File: config.mk
export PLATFORM = sky130hd
export DESIGN_NAME = json_string_unescape_core
export DESIGN_NICKNAME = d
export VERILOG_FILES = /design/src/sv/jsu_pkg.sv /design/src/sv/jsu_front.sv /design/src/sv/jsu_queue.sv /design/src/sv/jsu_back.sv /design/src/sv/json_string_unescape_core.sv
export SDC_FILE = /design/constraint.sdc
export NUM_CORES = 1
export LEC_CHECK = 0
export ABC_CLOCK_PERIOD_IN_PS = 5900
export BUFFER_PORTS_ARGS = -buffer_cell sky130_fd_sc_hd__buf_2
export CORE_AREA = 2 2 163 165
export DETAILED_ROUTE_END_ITERATION = 8
export DIE_AREA = 0 0 165 167
export SLEW_MARGIN = 15
export SYNTH_ARGS = -nofsm -noshare
export SYNTH_HDL_FRONTEND = slang
export SYNTH_SLANG_ARGS = --single-unit
File: constraint.sdc
create_clock -name i_clk -period 5.9 [get_ports i_clk]
set_input_delay 0.885 -clock i_clk [delete_from_list [all_inputs] [get_ports i_clk]]
set_output_delay 0.885 -clock i_clk [all_outputs]
set_load 0.03 [all_outputs]
File: src/sv/jsu_pkg.sv
// ----------------------------------------------------------------------------
// jsu_pkg
// Shared types and constants of the JSON string unescaper: result status
// codes, the command record passed from the parser to the output stage, and
// the UTF-8 encoder.
// ----------------------------------------------------------------------------
package jsu_pkg;

    localparam int JSU_QDEPTH = 4;

    localparam logic [2:0] ST_DATA     = 3'd0;
    localparam logic [2:0] ST_CLOSE    = 3'd1;
    localparam logic [2:0] ST_BAD_HEX  = 3'd2;
    localparam logic [2:0] ST_BAD_SURR = 3'd3;
    localparam logic [2:0] ST_BAD_CP   = 3'd4;
    localparam logic [2:0] ST_UNTERM   = 3'd5;

    typedef struct packed {
        logic [7:0] data;
        logic [2:0] status;
    } t_item;

    typedef struct packed {
        logic [2:0]      cnt;
        t_item [3:0]     item;
    } t_cmd;

    typedef struct packed {
        logic full;
        logic empty;
    } t_q_stat;

    function automatic t_cmd f_utf8(logic [20:0] cp);
        t_cmd r;
        r = '0;
        if (cp < 21'h80) begin
            r.cnt     = 3'd1;
            r.item[0] = '{cp[7:0], ST_DATA};
        end else if (cp < 21'h800) begin
            r.cnt     = 3'd2;
            r.item[0] = '{8'hC0 | {3'b000, cp[10:6]}, ST_DATA};
            r.item[1] = '{8'h80 | {2'b00, cp[5:0]}, ST_DATA};
        end else if (cp < 21'h10000) begin
            r.cnt     = 3'd3;
            r.item[0] = '{8'hE0 | {4'b0000, cp[15:12]}, ST_DATA};
            r.item[1] = '{8'h80 | {2'b00, cp[11:6]}, ST_DATA};
            r.item[2] = '{8'h80 | {2'b00, cp[5:0]}, ST_DATA};
        end else begin
            r.cnt     = 3'd4;
            r.item[0] = '{8'hF0 | {5'b00000, cp[20:18]}, ST_DATA};
            r.item[1] = '{8'h80 | {2'b00, cp[17:12]}, ST_DATA};
            r.item[2] = '{8'h80 | {2'b00, cp[11:6]}, ST_DATA};
            r.item[3] = '{8'h80 | {2'b00, cp[5:0]}, ST_DATA};
        end
        return r;
    endfunction

endpackage

File: src/sv/jsu_front.sv
// ----------------------------------------------------------------------------
// jsu_front
// Escape parser. Takes one string byte per cycle while the command queue
// is not full, tracks the escape and surrogate state, and turns each byte
// into a command of zero to four result items for the output stage.
// ----------------------------------------------------------------------------
module jsu_front
    import jsu_pkg::*;
(
    input  logic       i_clk,
    input  logic       i_rst_n,
    input  logic       i_cfg_we,
    input  logic       i_cfg_wdata,
    input  logic       i_push,
    input  logic [7:0] i_byte,
    input  t_q_stat    i_qstat,
    output logic       o_wr,
    output t_cmd       o_cmd
);

    localparam logic [7:0] C_BSL   = 8'h5C;
    localparam logic [7:0] C_QUOTE = 8'h22;
    localparam logic [7:0] C_SLASH = 8'h2F;
    localparam logic [7:0] C_B     = 8'h62;
    localparam logic [7:0] C_F     = 8'h66;
    localparam logic [7:0] C_N     = 8'h6E;
    localparam logic [7:0] C_R     = 8'h72;
    localparam logic [7:0] C_T     = 8'h74;
    localparam logic [7:0] C_U     = 8'h75;

    typedef enum logic [11:0] {
        PH_PLAIN = 12'b0000_0000_0001,
        PH_ESC   = 12'b0000_0000_0010,
        PH_HI0   = 12'b0000_0000_0100,
        PH_HI1   = 12'b0000_0000_1000,
        PH_HI2   = 12'b0000_0001_0000,
        PH_HI3   = 12'b0000_0010_0000,
        PH_WBS   = 12'b0000_0100_0000,
        PH_WU    = 12'b0000_1000_0000,
        PH_LO0   = 12'b0001_0000_0000,
        PH_LO1   = 12'b0010_0000_0000,
        PH_LO2   = 12'b0100_0000_0000,
        PH_LO3   = 12'b1000_0000_0000
    } t_phase;

    t_phase      r_phase, n_phase;
    logic [15:0] r_high, n_high;
    logic [15:0] r_low, n_low;
    logic        r_mode;
    logic        w_acc;
    logic [4:0]  w_hex;
    logic        w_hv;
    logic [15:0] w_hunit;
    logic [15:0] w_lunit;
    t_cmd        v_cmd;

    function automatic logic [4:0] f_hex(logic [7:0] b);
        logic [4:0] r;
        r = 5'h10;
        if (b >= 8'h30 && b <= 8'h39) begin
            r = {1'b0, b[3:0]};
        end else if ((b >= 8'h41 && b <= 8'h46) || (b >= 8'h61 && b <= 8'h66)) begin
            r = {1'b0, b[3:0] + 4'd9};
        end
        return r;
    endfunction

    function automatic t_cmd f_push(t_cmd cmd, logic [7:0] b, logic [2:0] st);
        t_cmd r;
        r = cmd;
        r.item[cmd.cnt[1:0]] = '{b, st};
        r.cnt = cmd.cnt + 3'd1;
        return r;
    endfunction

    function automatic t_cmd f_plain(t_cmd cmd, logic [7:0] b);
        t_cmd r;
        r = cmd;
        if (b == 8'h00) begin
            r = f_push(cmd, 8'h00, ST_UNTERM);
        end else if (b == C_QUOTE) begin
            r = f_push(cmd, 8'h00, ST_CLOSE);
        end else if (b != C_BSL) begin
            r = f_push(cmd, b, ST_DATA);
        end
        return r;
    endfunction

    assign w_acc   = i_push & ~i_qstat.full;
    assign w_hex   = f_hex(i_byte);
    assign w_hv    = ~w_hex[4];
    assign w_hunit = {r_high[11:0], w_hex[3:0]};
    assign w_lunit = {r_low[11:0], w_hex[3:0]};

    always_comb begin
        v_cmd   = '0;
        n_phase = r_phase;
        n_high  = r_high;
        n_low   = r_low;
        unique case (r_phase)
            PH_ESC: begin
                n_phase = PH_PLAIN;
                unique case (i_byte)
                    C_BSL, C_SLASH, C_QUOTE: v_cmd = f_push(v_cmd, i_byte, ST_DATA);
                    C_B: v_cmd = f_push(v_cmd, 8'h08, ST_DATA);
                    C_F: v_cmd = f_push(v_cmd, 8'h0C, ST_DATA);
                    C_N: v_cmd = f_push(v_cmd, 8'h0A, ST_DATA);
                    C_R: v_cmd = f_push(v_cmd, 8'h0D, ST_DATA);
                    C_T: v_cmd = f_push(v_cmd, 8'h09, ST_DATA);
                    C_U: begin
                        if (r_mode) begin
                            n_phase = PH_HI0;
                            n_high  = '0;
                        end else begin
                            v_cmd = f_push(v_cmd, C_BSL, ST_DATA);
                            v_cmd = f_push(v_cmd, C_U, ST_DATA);
                        end
                    end
                    default: begin
                        v_cmd = f_push(v_cmd, C_BSL, ST_DATA);
                        v_cmd = f_plain(v_cmd, i_byte);
                        if (i_byte == C_BSL) begin
                            n_phase = PH_ESC;
                        end
                    end
                endcase
            end
            PH_HI0, PH_HI1, PH_HI2: begin
                if (!w_hv) begin
                    v_cmd   = f_push(v_cmd, 8'h00, ST_BAD_HEX);
                    n_phase = PH_PLAIN;
                end else begin
                    n_high  = w_hunit;
                    n_phase = (r_phase == PH_HI0) ? PH_HI1 :
                              (r_phase == PH_HI1) ? PH_HI2 : PH_HI3;
                end
            end
            PH_HI3: begin
                n_phase = PH_PLAIN;
                if (!w_hv) begin
                    v_cmd = f_push(v_cmd, 8'h00, ST_BAD_HEX);
                end else begin
                    n_high = w_hunit;
                    if (w_hunit[15:10] == 6'b110110) begin
                        n_phase = PH_WBS;
                    end else if (w_hunit[15:10] == 6'b110111) begin
                        v_cmd = f_push(v_cmd, 8'h00, ST_BAD_CP);
                    end else begin
                        v_cmd = f_utf8({5'b00000, w_hunit});
                    end
                end
            end
            PH_WBS: begin
                if (i_byte == C_BSL) begin
                    n_phase = PH_WU;
                end else begin
                    v_cmd   = f_push(v_cmd, 8'h00, ST_BAD_SURR);
                    n_phase = PH_PLAIN;
                end
            end
            PH_WU: begin
                if (i_byte == C_U) begin
                    n_phase = PH_LO0;
                    n_low   = '0;
                end else begin
                    v_cmd   = f_push(v_cmd, 8'h00, ST_BAD_SURR);
                    n_phase = PH_PLAIN;
                end
            end
            PH_LO0, PH_LO1, PH_LO2: begin
                if (!w_hv) begin
                    v_cmd   = f_push(v_cmd, 8'h00, ST_BAD_SURR);
                    n_phase = PH_PLAIN;
                end else begin
                    n_low   = w_lunit;
                    n_phase = (r_phase == PH_LO0) ? PH_LO1 :
                              (r_phase == PH_LO1) ? PH_LO2 : PH_LO3;
                end
            end
            PH_LO3: begin
                n_phase = PH_PLAIN;
                if (!w_hv || w_lunit[15:10] != 6'b110111) begin
                    v_cmd = f_push(v_cmd, 8'h00, ST_BAD_SURR);
                end else begin
                    n_low = w_lunit;
                    v_cmd = f_utf8(21'h10000 + {1'b0, r_high[9:0], w_lunit[9:0]});
                end
            end
            default: begin
                v_cmd   = f_plain(v_cmd, i_byte);
                n_phase = (i_byte == C_BSL) ? PH_ESC : PH_PLAIN;
            end
        endcase
    end

    assign o_cmd = v_cmd;
    assign o_wr  = w_acc & (v_cmd.cnt != 3'd0);

    always_ff @(posedge i_clk) begin
        if (!i_rst_n) begin
            r_phase <= PH_PLAIN;
            r_high  <= '0;
            r_low   <= '0;
            r_mode  <= 1'b1;
        end else begin
            if (w_acc) begin
                r_phase <= n_phase;
                r_high  <= n_high;
                r_low   <= n_low;
            end
            if (i_cfg_we) begin
                r_mode <= i_cfg_wdata;
            end
        end
    end

endmodule

File: src/sv/jsu_queue.sv
// ----------------------------------------------------------------------------
// jsu_queue
// Short command queue between the parser and the output stage, so that
// either side can stall without holding up the other.
// ----------------------------------------------------------------------------
module jsu_queue
    import jsu_pkg::*;
#(
    parameter int DEPTH = JSU_QDEPTH
)
(
    input  logic    i_clk,
    input  logic    i_rst_n,
    input  logic    i_wr,
    input  t_cmd    i_cmd,
    input  logic    i_rd,
    output t_cmd    o_head,
    output t_q_stat o_stat
);

    localparam int AW = (DEPTH > 1) ? $clog2(DEPTH) : 1;
    localparam int CW = $clog2(DEPTH + 1);

    t_cmd          r_mem [DEPTH];
    logic [AW-1:0] r_wp, r_rp;
    logic [CW-1:0] r_cnt;

    function automatic logic [AW-1:0] f_next(logic [AW-1:0] p);
        return (p == AW'(DEPTH - 1)) ? '0 : p + 1'b1;
    endfunction

    assign o_head       = r_mem[r_rp];
    assign o_stat.full  = (r_cnt == CW'(DEPTH));
    assign o_stat.empty = (r_cnt == '0);

    always_ff @(posedge i_clk) begin
        if (i_wr) begin
            r_mem[r_wp] <= i_cmd;
        end
    end

    always_ff @(posedge i_clk) begin
        if (!i_rst_n) begin
            r_wp  <= '0;
            r_rp  <= '0;
            r_cnt <= '0;
        end else begin
            if (i_wr) begin
                r_wp <= f_next(r_wp);
            end
            if (i_rd) begin
                r_rp <= f_next(r_rp);
            end
            if (i_wr && !i_rd) begin
                r_cnt <= r_cnt + 1'b1;
            end else if (!i_wr && i_rd) begin
                r_cnt <= r_cnt - 1'b1;
            end
        end
    end

    a_cnt_range: assert property (@(posedge i_clk) disable iff (!i_rst_n)
        r_cnt <= CW'(DEPTH))
        else $error("queue count above depth");
    a_no_overflow: assert property (@(posedge i_clk) disable iff (!i_rst_n)
        !(i_wr && o_stat.full))
        else $error("queue written while full");
    a_no_underflow: assert property (@(posedge i_clk) disable iff (!i_rst_n)
        !(i_rd && o_stat.empty))
        else $error("queue read while empty");

endmodule

File: src/sv/jsu_back.sv
// ----------------------------------------------------------------------------
// jsu_back
// Output stage. Walks the head command's items into the result register
// one per cycle, unless an unpopped result holds it, marking each last item.
// ----------------------------------------------------------------------------
module jsu_back
    import jsu_pkg::*;
(
    input  logic       i_clk,
    input  logic       i_rst_n,
    input  t_cmd       i_head,
    input  t_q_stat    i_qstat,
    output logic       o_qrd,
    input  logic       i_pop,
    output logic       o_empty,
    output logic [7:0] o_out_byte,
    output logic [2:0] o_status,
    output logic       o_last
);

    logic [1:0] r_idx;
    logic       r_ov;
    logic [7:0] r_byte;
    logic [2:0] r_st;
    logic       r_last;
    logic       w_load;
    logic       w_end;
    t_item      w_item;

    assign w_load = ~i_qstat.empty & (~r_ov | i_pop);
    assign w_end  = ({1'b0, r_idx} + 3'd1) == i_head.cnt;
    assign w_item = i_head.item[r_idx];
    assign o_qrd  = w_load & w_end;

    assign o_empty    = ~r_ov;
    assign o_out_byte = r_byte;
    assign o_status   = r_st;
    assign o_last     = r_last;

    always_ff @(posedge i_clk) begin
        if (!i_rst_n) begin
            r_idx <= '0;
            r_ov  <= 1'b0;
        end else begin
            r_ov <= w_load | (r_ov & ~i_pop);
            if (w_load) begin
                r_idx <= w_end ? 2'd0 : r_idx + 2'd1;
            end
        end
    end

    always_ff @(posedge i_clk) begin
        if (w_load) begin
            r_byte <= w_item.data;
            r_st   <= w_item.status;
            r_last <= w_end;
        end
    end

    a_rd_on_load: assert property (@(posedge i_clk) disable iff (!i_rst_n)
        o_qrd |-> w_load && !i_qstat.empty)
        else $error("command retired without loading its last item");
    a_err_zero: assert property (@(posedge i_clk) disable iff (!i_rst_n)
        r_ov && r_st != ST_DATA |-> r_byte == 8'h00 && r_last)
        else $error("status result carries data or is not final");

endmodule

File: src/sv/json_string_unescape_core.sv
// ----------------------------------------------------------------------------
// json_string_unescape_core
// JSON string body unescaper with optional \uXXXX to UTF-8 decoding.
//
//   Channel   Direction  Handshake           Payload
//   input     in         push / full         i_in_byte
//   result    out        empty / pop         o_out_byte, o_status, o_last
//   config    in         i_cfg_we            i_cfg_wdata (unicode mode)
//
// The parser takes one byte per cycle unless full; each byte yields zero to
// four results. The output stage delivers one result per cycle while they
// are popped; a byte passes the queue and result register to the ports.
// Full rises when the command queue holds QDEPTH commands.
// Reset is synchronous; no clearing pass follows.
// ----------------------------------------------------------------------------
module json_string_unescape_core
    import jsu_pkg::*;
#(
    parameter int QDEPTH = JSU_QDEPTH
)
(
    input  logic       i_clk,
    input  logic       i_rst_n,
    input  logic       i_cfg_we,
    input  logic       i_cfg_wdata,
    input  logic       push,
    output logic       full,
    input  logic [7:0] i_in_byte,
    output logic       empty,
    input  logic       pop,
    output logic [7:0] o_out_byte,
    output logic [2:0] o_status,
    output logic       o_last
);

    t_cmd    w_cmd;
    t_cmd    w_head;
    t_q_stat w_qstat;
    logic    w_wr;
    logic    w_rd;

    assign full = w_qstat.full;

    jsu_front u_front (
        .i_clk       (i_clk),
        .i_rst_n     (i_rst_n),
        .i_cfg_we    (i_cfg_we),
        .i_cfg_wdata (i_cfg_wdata),
        .i_push      (push),
        .i_byte      (i_in_byte),
        .i_qstat     (w_qstat),
        .o_wr        (w_wr),
        .o_cmd       (w_cmd)
    );

    jsu_queue #(
        .DEPTH (QDEPTH)
    ) u_queue (
        .i_clk   (i_clk),
        .i_rst_n (i_rst_n),
        .i_wr    (w_wr),
        .i_cmd   (w_cmd),
        .i_rd    (w_rd),
        .o_head  (w_head),
        .o_stat  (w_qstat)
    );

    jsu_back u_back (
        .i_clk      (i_clk),
        .i_rst_n    (i_rst_n),
        .i_head     (w_head),
        .i_qstat    (w_qstat),
        .o_qrd      (w_rd),
        .i_pop      (pop),
        .o_empty    (empty),
        .o_out_byte (o_out_byte),
        .o_status   (o_status),
        .o_last     (o_last)
    );

endmodule
* Word level (Yosys, flattened, before mapping)
Memory sizes are Yosys's and may differ from the RTL's. A register that Yosys moved wholly into a read port is not among the register bits. Cells that the tools add are included.
Word-level totals: flip-flop bits (word level) 59, latch bits 0, bits in writable memories 188, memory bits (read-only) 0, bits of input ports 14, output and inout bits 14, memories kept 1
Operators by class: $add $sub $neg 8, $mul 0, divide/modulo/power cells 0, order comparisons 12, equal/unequal tests 34, shift operators 0, multiplexer cells 67, bitwise gates (word level) 11, reductions and logical operators 22
Memories:
- u_queue.r_mem | words 4, bits a word 47, rd ports 1, clocked after Yosys merged registers in 1, wr ports 1, RTL line jsu_queue.sv:24 | t_cmd r_mem [DEPTH];
Operators with widths (number):
- $pmux W47 S7 | 2
- $mux W47 | 8
- $mux W45 | 5
- $mux W12 | 12
- $mux W46 | 2
- $pmux W12 S7 | 1
- $mux W33 | 2
- $eq A8 B7 Y1 const B | 7
- $mux W11 | 5
- $pmux W12 S2 | 2
- $mux W22 | 2
- $pmux W12 S3 | 1
- $mux W31 | 1
- $bmux W11 S2 | 1
- $add A17 B20 Y21 const A | 1
- $lt A21 B12 Y1 const B | 1
- $lt A21 B17 Y1 const B | 1
- $lt A21 B8 Y1 const B | 1
- $mux W20 | 1
- $mux W3 | 6
- $eq A8 B6 Y1 const B | 2
- $ge A8 B7 Y1 const B | 2
- $le A8 B7 Y1 const B | 2
- $lt A16 B12 Y1 const B | 1
- other kinds (49) | 85

* Depth between registers and ports, before layout
word-level depth 18, depth in mapped cells 16, mapped depth without buffers 14

* Cells and area by module
A second synthesis with hierarchy kept.
Second synthesis, totals: cell total of the unflattened synthesis 856, area, all modules 11987.7 um2
Modules (own cells, without submodules):
- jsu_queue | times used 1, cells an instance 289, area an instance 7264.5 um2, sequential area each 5825.6 um2
- jsu_front | times used 1, cells an instance 519, area an instance 3883.7 um2, sequential area each 740.7 um2
- jsu_back | times used 1, cells an instance 48, area an instance 839.6 um2, sequential area each 420.4 um2

* Worst setup path before layout
Ideal clock, no wire load.
path type input-to-reg, from input port i_in_byte[1], to memory u_queue.r_mem[3][0] in the netlist's numbering (enable), setup time 398 ps, data arrival time 4023 ps, data required time 5502 ps, path slack 1479 ps, cell stages on the path 10, path buffers 1, cells stage by stage clkbuf_2 > inv_1 > ha_1 > o21bai_1 > a2111oi_4 > a21oi_2 > or4_1 > o211a_1 > a31oi_4 > and2_1
Between the ends: cells in the longest elaborated chain, start to end 16
Ends and longest elaborated chain:
- start: declaration | RTL line json_string_unescape_core.sv:28 | input logic [7:0] i_in_byte,
- $ge A8 B7 Y1 / $le A8 B7 Y1 (equally long branches) | RTL line jsu_front.sv:62 | end else if ((b >= 8'h41 && b <= 8'h46) || (b >= 8'h61 && b <= 8'h66)) begin
- $logic_and A1 B1 Y1 | RTL line jsu_front.sv:62
- $logic_or A1 B1 Y1 | RTL line jsu_front.sv:62
- $mux W5 | RTL line jsu_front.sv:62
- $mux W5 | RTL line jsu_front.sv:60 | if (b >= 8'h30 && b <= 8'h39) begin
- $add A17 B20 Y21 / $lt A16 B12 Y1 (equally long branches) | RTL line jsu_front.sv:186, jsu_pkg.sv:39
- $lt A21 B17 Y1 / $mux W1 (equally long branches) | RTL line jsu_pkg.sv:43, jsu_pkg.sv:39
- $mux W3 / $mux W2 (equally long branches) | RTL line jsu_pkg.sv:43, jsu_pkg.sv:36
- $mux W3 / $mux W47 (equally long branches) | RTL line jsu_pkg.sv:39, jsu_front.sv:146
- $mux W3 / $mux W47 (equally long branches) | RTL line jsu_pkg.sv:36, jsu_front.sv:144
- $mux W47 (on tied branches) | RTL line jsu_front.sv:182, jsu_front.sv:140
- $pmux W47 S7 * | RTL line jsu_front.sv:100 | unique case (r_phase)
- $reduce_bool A3 Y1 * | RTL line jsu_front.sv:197 | assign o_wr = w_acc & (v_cmd.cnt != 3'd0);
- $and A1 B1 Y1 * | RTL line jsu_front.sv:197
- net u_front.o_wr | RTL line jsu_front.sv:17 | output logic o_wr,
- $mux W1 * | RTL line jsu_queue.sv:37 | if (i_wr) begin
- $mux W1 (implied by the code) * | RTL line jsu_queue.sv:38 | r_mem[r_wp] <= i_cmd;
- end: declaration | RTL line jsu_queue.sv:24
Mark *: on every way through the listed nets, which the timed path passes. The rest lies on a longest branch.

* Final worst setup path
from input port i_in_byte[0], to register u_queue.r_cnt[2]
Between the ends: cells in the longest elaborated chain, start to end 17
Ends and longest elaborated chain:
- $ge A8 B7 Y1 / $le A8 B7 Y1 (equally long branches) | RTL line jsu_front.sv:62
- $logic_and A1 B1 Y1 | RTL line jsu_front.sv:62
- $logic_or A1 B1 Y1 | RTL line jsu_front.sv:62
- $mux W5 | RTL line jsu_front.sv:62
- $mux W5 | RTL line jsu_front.sv:60
- $add A17 B20 Y21 / $lt A16 B12 Y1 (equally long branches) | RTL line jsu_front.sv:186, jsu_pkg.sv:39
- $lt A21 B17 Y1 / $mux W1 (equally long branches) | RTL line jsu_pkg.sv:43, jsu_pkg.sv:39
- $mux W3 / $mux W2 (equally long branches) | RTL line jsu_pkg.sv:43, jsu_pkg.sv:36
- (+2 left out)
- $mux W47 (on tied branches) | RTL line jsu_front.sv:182, jsu_front.sv:140
- $pmux W47 S7 * | RTL line jsu_front.sv:100
- $reduce_bool A3 Y1 * | RTL line jsu_front.sv:197
- $and A1 B1 Y1 * | RTL line jsu_front.sv:197
- net u_front.o_wr | RTL line jsu_front.sv:17
- $logic_not A1 Y1 | RTL line jsu_queue.sv:56 | end else if (!i_wr && i_rd) begin
- $logic_and A1 B1 Y1 | RTL line jsu_queue.sv:56
- $reduce_bool A2 Y1 (no line)
- end signal: assignment | RTL line jsu_queue.sv:55 | r_cnt <= r_cnt + 1'b1;
- end signal: assignment | RTL line jsu_queue.sv:57 | r_cnt <= r_cnt - 1'b1;
- end: declaration | RTL line jsu_queue.sv:26 | logic [CW-1:0] r_cnt;
Marks and branches as above. A chain may end at the register's enable or synchronous reset.

==> impl_metrics.toml <==
[run_status]
status = "complete, no violations"

[cts]
cts_resized = 0
post-cts-setup-buffers = 0
htreeDepth = 1
ctsHoldBuffers = 0
cts_tree = "yes"
cts_made_buffers = 23
clkLatencyLatePin_ns = 0.53
cts_root_buf = "clkbuf_16"
clockBufferDepth = 3
clkTransAtPathRegs_ns = 0.06
cts_sinks = 209

[logic_synthesis]
syn_area_um2 = 10200
yosys.area.top_type = "edfxtp_1"
synth.area.top_cells = "edfxtp_1 (47%), mux4_2 (9.7%), dfxtp_1 (9.6%)"
synth_common_cells = "edfxtp_1 (160), nand2_1 (63), dfxtp_1 (49)"
ys_seq_area_share_pct = 56.5
syn_inst = 812
ys_types = 73
synth_async_sr_flop_share_pct = 0
synth_flop_cell = "edfxtp_1"
syn-num-nets = 842
syn_area_per_cell_um2 = 12.6
yosysTopAreaCellShare_pct = 46.9
ys_ff_latch = 209
yosys_warnings = 0
synth-edff-count = 160
yosysMostFrequentCell = "edfxtp_1"

[global_routing]
grt_pass1_vias = 6663
grt_max_degree = 50
antenna_found_initial = 0
grt_use_total_pct = 18.9
overflow = 0
grt_pass1_wl_um = 39900

[route]
drt_iter0_drc = 680
dr.pass1.iters = 7
wl_per_cell_um = 21.6
routed_via_density = 5.89
totalWireLength_um = 25500
drc = 0
via_count = 6944
ant_nets = 0

[finish]
finalNonFillerCells = 1178
syn_to_final_growth_pct = 11.9
drive_gt1_share_pct = 17.8
diodes = 0
finish.net_count = 856

[sta]
rsz0062_at_grt = "false"
setup-tns-final_ns = 0
hold_viol_final = 0
period_needed_ns = 4.57
clock.fmax_mhz = 219
fin_crit_sh_pct = 77.5
skew_ns = 0.0144
slew_headroom_pct = 29.4
worstMarginPinSlew_ns = 1.06
whs_ns = 0.485
slew_viol_final = 0
setup_viol = 0

[setup_path]
crit_fanout = 11
worstSetupEndpointType = "register"
crit_chain = "buf_2, inv_1, ha_1, o21bai_1, a2111oi_4, a21oi_2, or4_1, o211a_1, a31oi_4, ha_1, inv_1, fa_1, xor2_1, or3_1, a21boi_0"
path_class = "in2reg"
startpoint_type = "primary input"
cp.arrival_ns = 5.02
crit_required_ns = 6.35
slowest_delay_ns = 0.75
crit_slowest_cell = "or4_1"

[floorplanning]
num_io_pins = 28
die_x_um = 165
core-area_um2 = 25800
die_h_um = 167
start_util_pct = 39.7
die-area_um2 = 27600
rows = 59

[power]
power.density_nw_per_um2 = 365
power.share.clock_pct = 33.6
swShare_pct = 28.3
p_total_uw = 4190
leakagePower_uw = 0.00385
sequentialPowerShare_pct = 46.2
p_int_uw = 3000
irDropWorstVdd_uv = 181
p_comb_share_pct = 20.2
p_switching_uw = 1180

[place]
place_inst = 1136
io_buffers = 27
place.gp.congestion = 0.931
detailed_place_hpwl_um = 17900

[flow_run]
drv_cap = 0

[min_path]
min_path_type = "reg2reg"
-- routing by layer --
layer	global-route usage, %	part of all wire (%)	routed length [µm]
met4	7.11	3.8	964
met2	28.7	45	11600
met1	27.2	45	11600
met3	2.86	5.4	1380
met5	0	0	0
-- stage by stage --
step / area, µm² / utilization (%) / setup slack, ns
2_1_floorplan: 10200 / - / 1.48
3_5_place_dp: 10700 / 41.5 / 0.788
4_1_cts: 11500 / 44.5 / 1.35
5_1_grt: 11500 / 44.5 / 1.05
6_report: 11500 / 44.5 / 1.33
3_3_place_gp: 10700 / 41.5 / 0.918
-- logic make-up after synthesis --
group,after synthesis,share of synthesized area [%]
AO/OA/AOI/OAI,183,12.9
multiplexers,55,10.8
adder cells (fa/ha/maj),16,2.03
flip-flops,209,56.5
AND/OR/NAND/NOR,266,14.0
XOR/XNOR,12,1.03
buffers and inverters,71,2.82
-- worst max-delay path: cells and delay by family --
family,cells,cell delay [ns]
buffers and inverters,3,0.37
AND/OR/NAND/NOR,2,1.05
XOR/XNOR,1,0.17
AO/OA/AOI/OAI,6,1.56
adder cells (fa/ha/maj),3,0.98
-- final cells by class --
| cell class | count | area, µm² |
|---|---|---|
| fillers | 2329 | 14300 |
| flip-flops and latches | 209 | 5790 |
| multi-input cells | 532 | 4170 |
| clock buffers | 23 | 576 |
| well taps | 335 | 419 |
| repair buffers | 46 | 278 |
| clock inverters | 19 | 175 |
| inverters | 14 | 52.6 |
-- flip-flops by register name, summed over array words and instances, names as in the netlist, 2 cells and up, named ones only --
register	flops
u_queue.r_cnt	3
u_back.r_idx	2
u_back.o_out_byte	8
u_front.r_high	12
u_queue.r_mem	148
u_front.r_low	12
u_front.r_phase	12
u_queue.r_wp	2
u_back.o_status	3
u_queue.r_rp	2
-- path summary, 6_finish.rpt --
path / depth (start not counted) / slack, ns / end / start
max: 15 / 1.33 / u_queue.r_cnt[2] / i_in_byte[0]
min: 2 / 0.48 / u_back.r_ov / u_back.r_ov
max reg2reg: 14 / 1.51 / u_queue.r_cnt[2] / u_front.r_high[6]
min reg2reg: 2 / 0.48 / u_back.r_ov / u_back.r_ov
-- power by group through the flow --
stage / sequential, µW / clock (µW) / combinational [µW]
6_report: 1930 / 1410 / 845
3_5_place_dp: 1970 / 0 / 863
2_1_floorplan: 1970 / 0 / 620
5_1_grt: 1970 / 1500 / 923
4_1_cts: 1940 / 1440 / 867
3_3_place_gp: 1970 / 0 / 862
-- placed cells by master, fill, tap and decap left out, types with 19 or more instances in the layout --
master / instances
edfxtp_1: 160
nand2_1: 63
nor2_1: 48
dfxtp_1: 47
mux4_2: 44
a21oi_1: 36
nor2b_1: 32
o21ai_0: 30
buf_2: 27
nand3_1: 25
clkbuf_16: 23
buf_4: 19
Power figures use the tool's default switching activity.
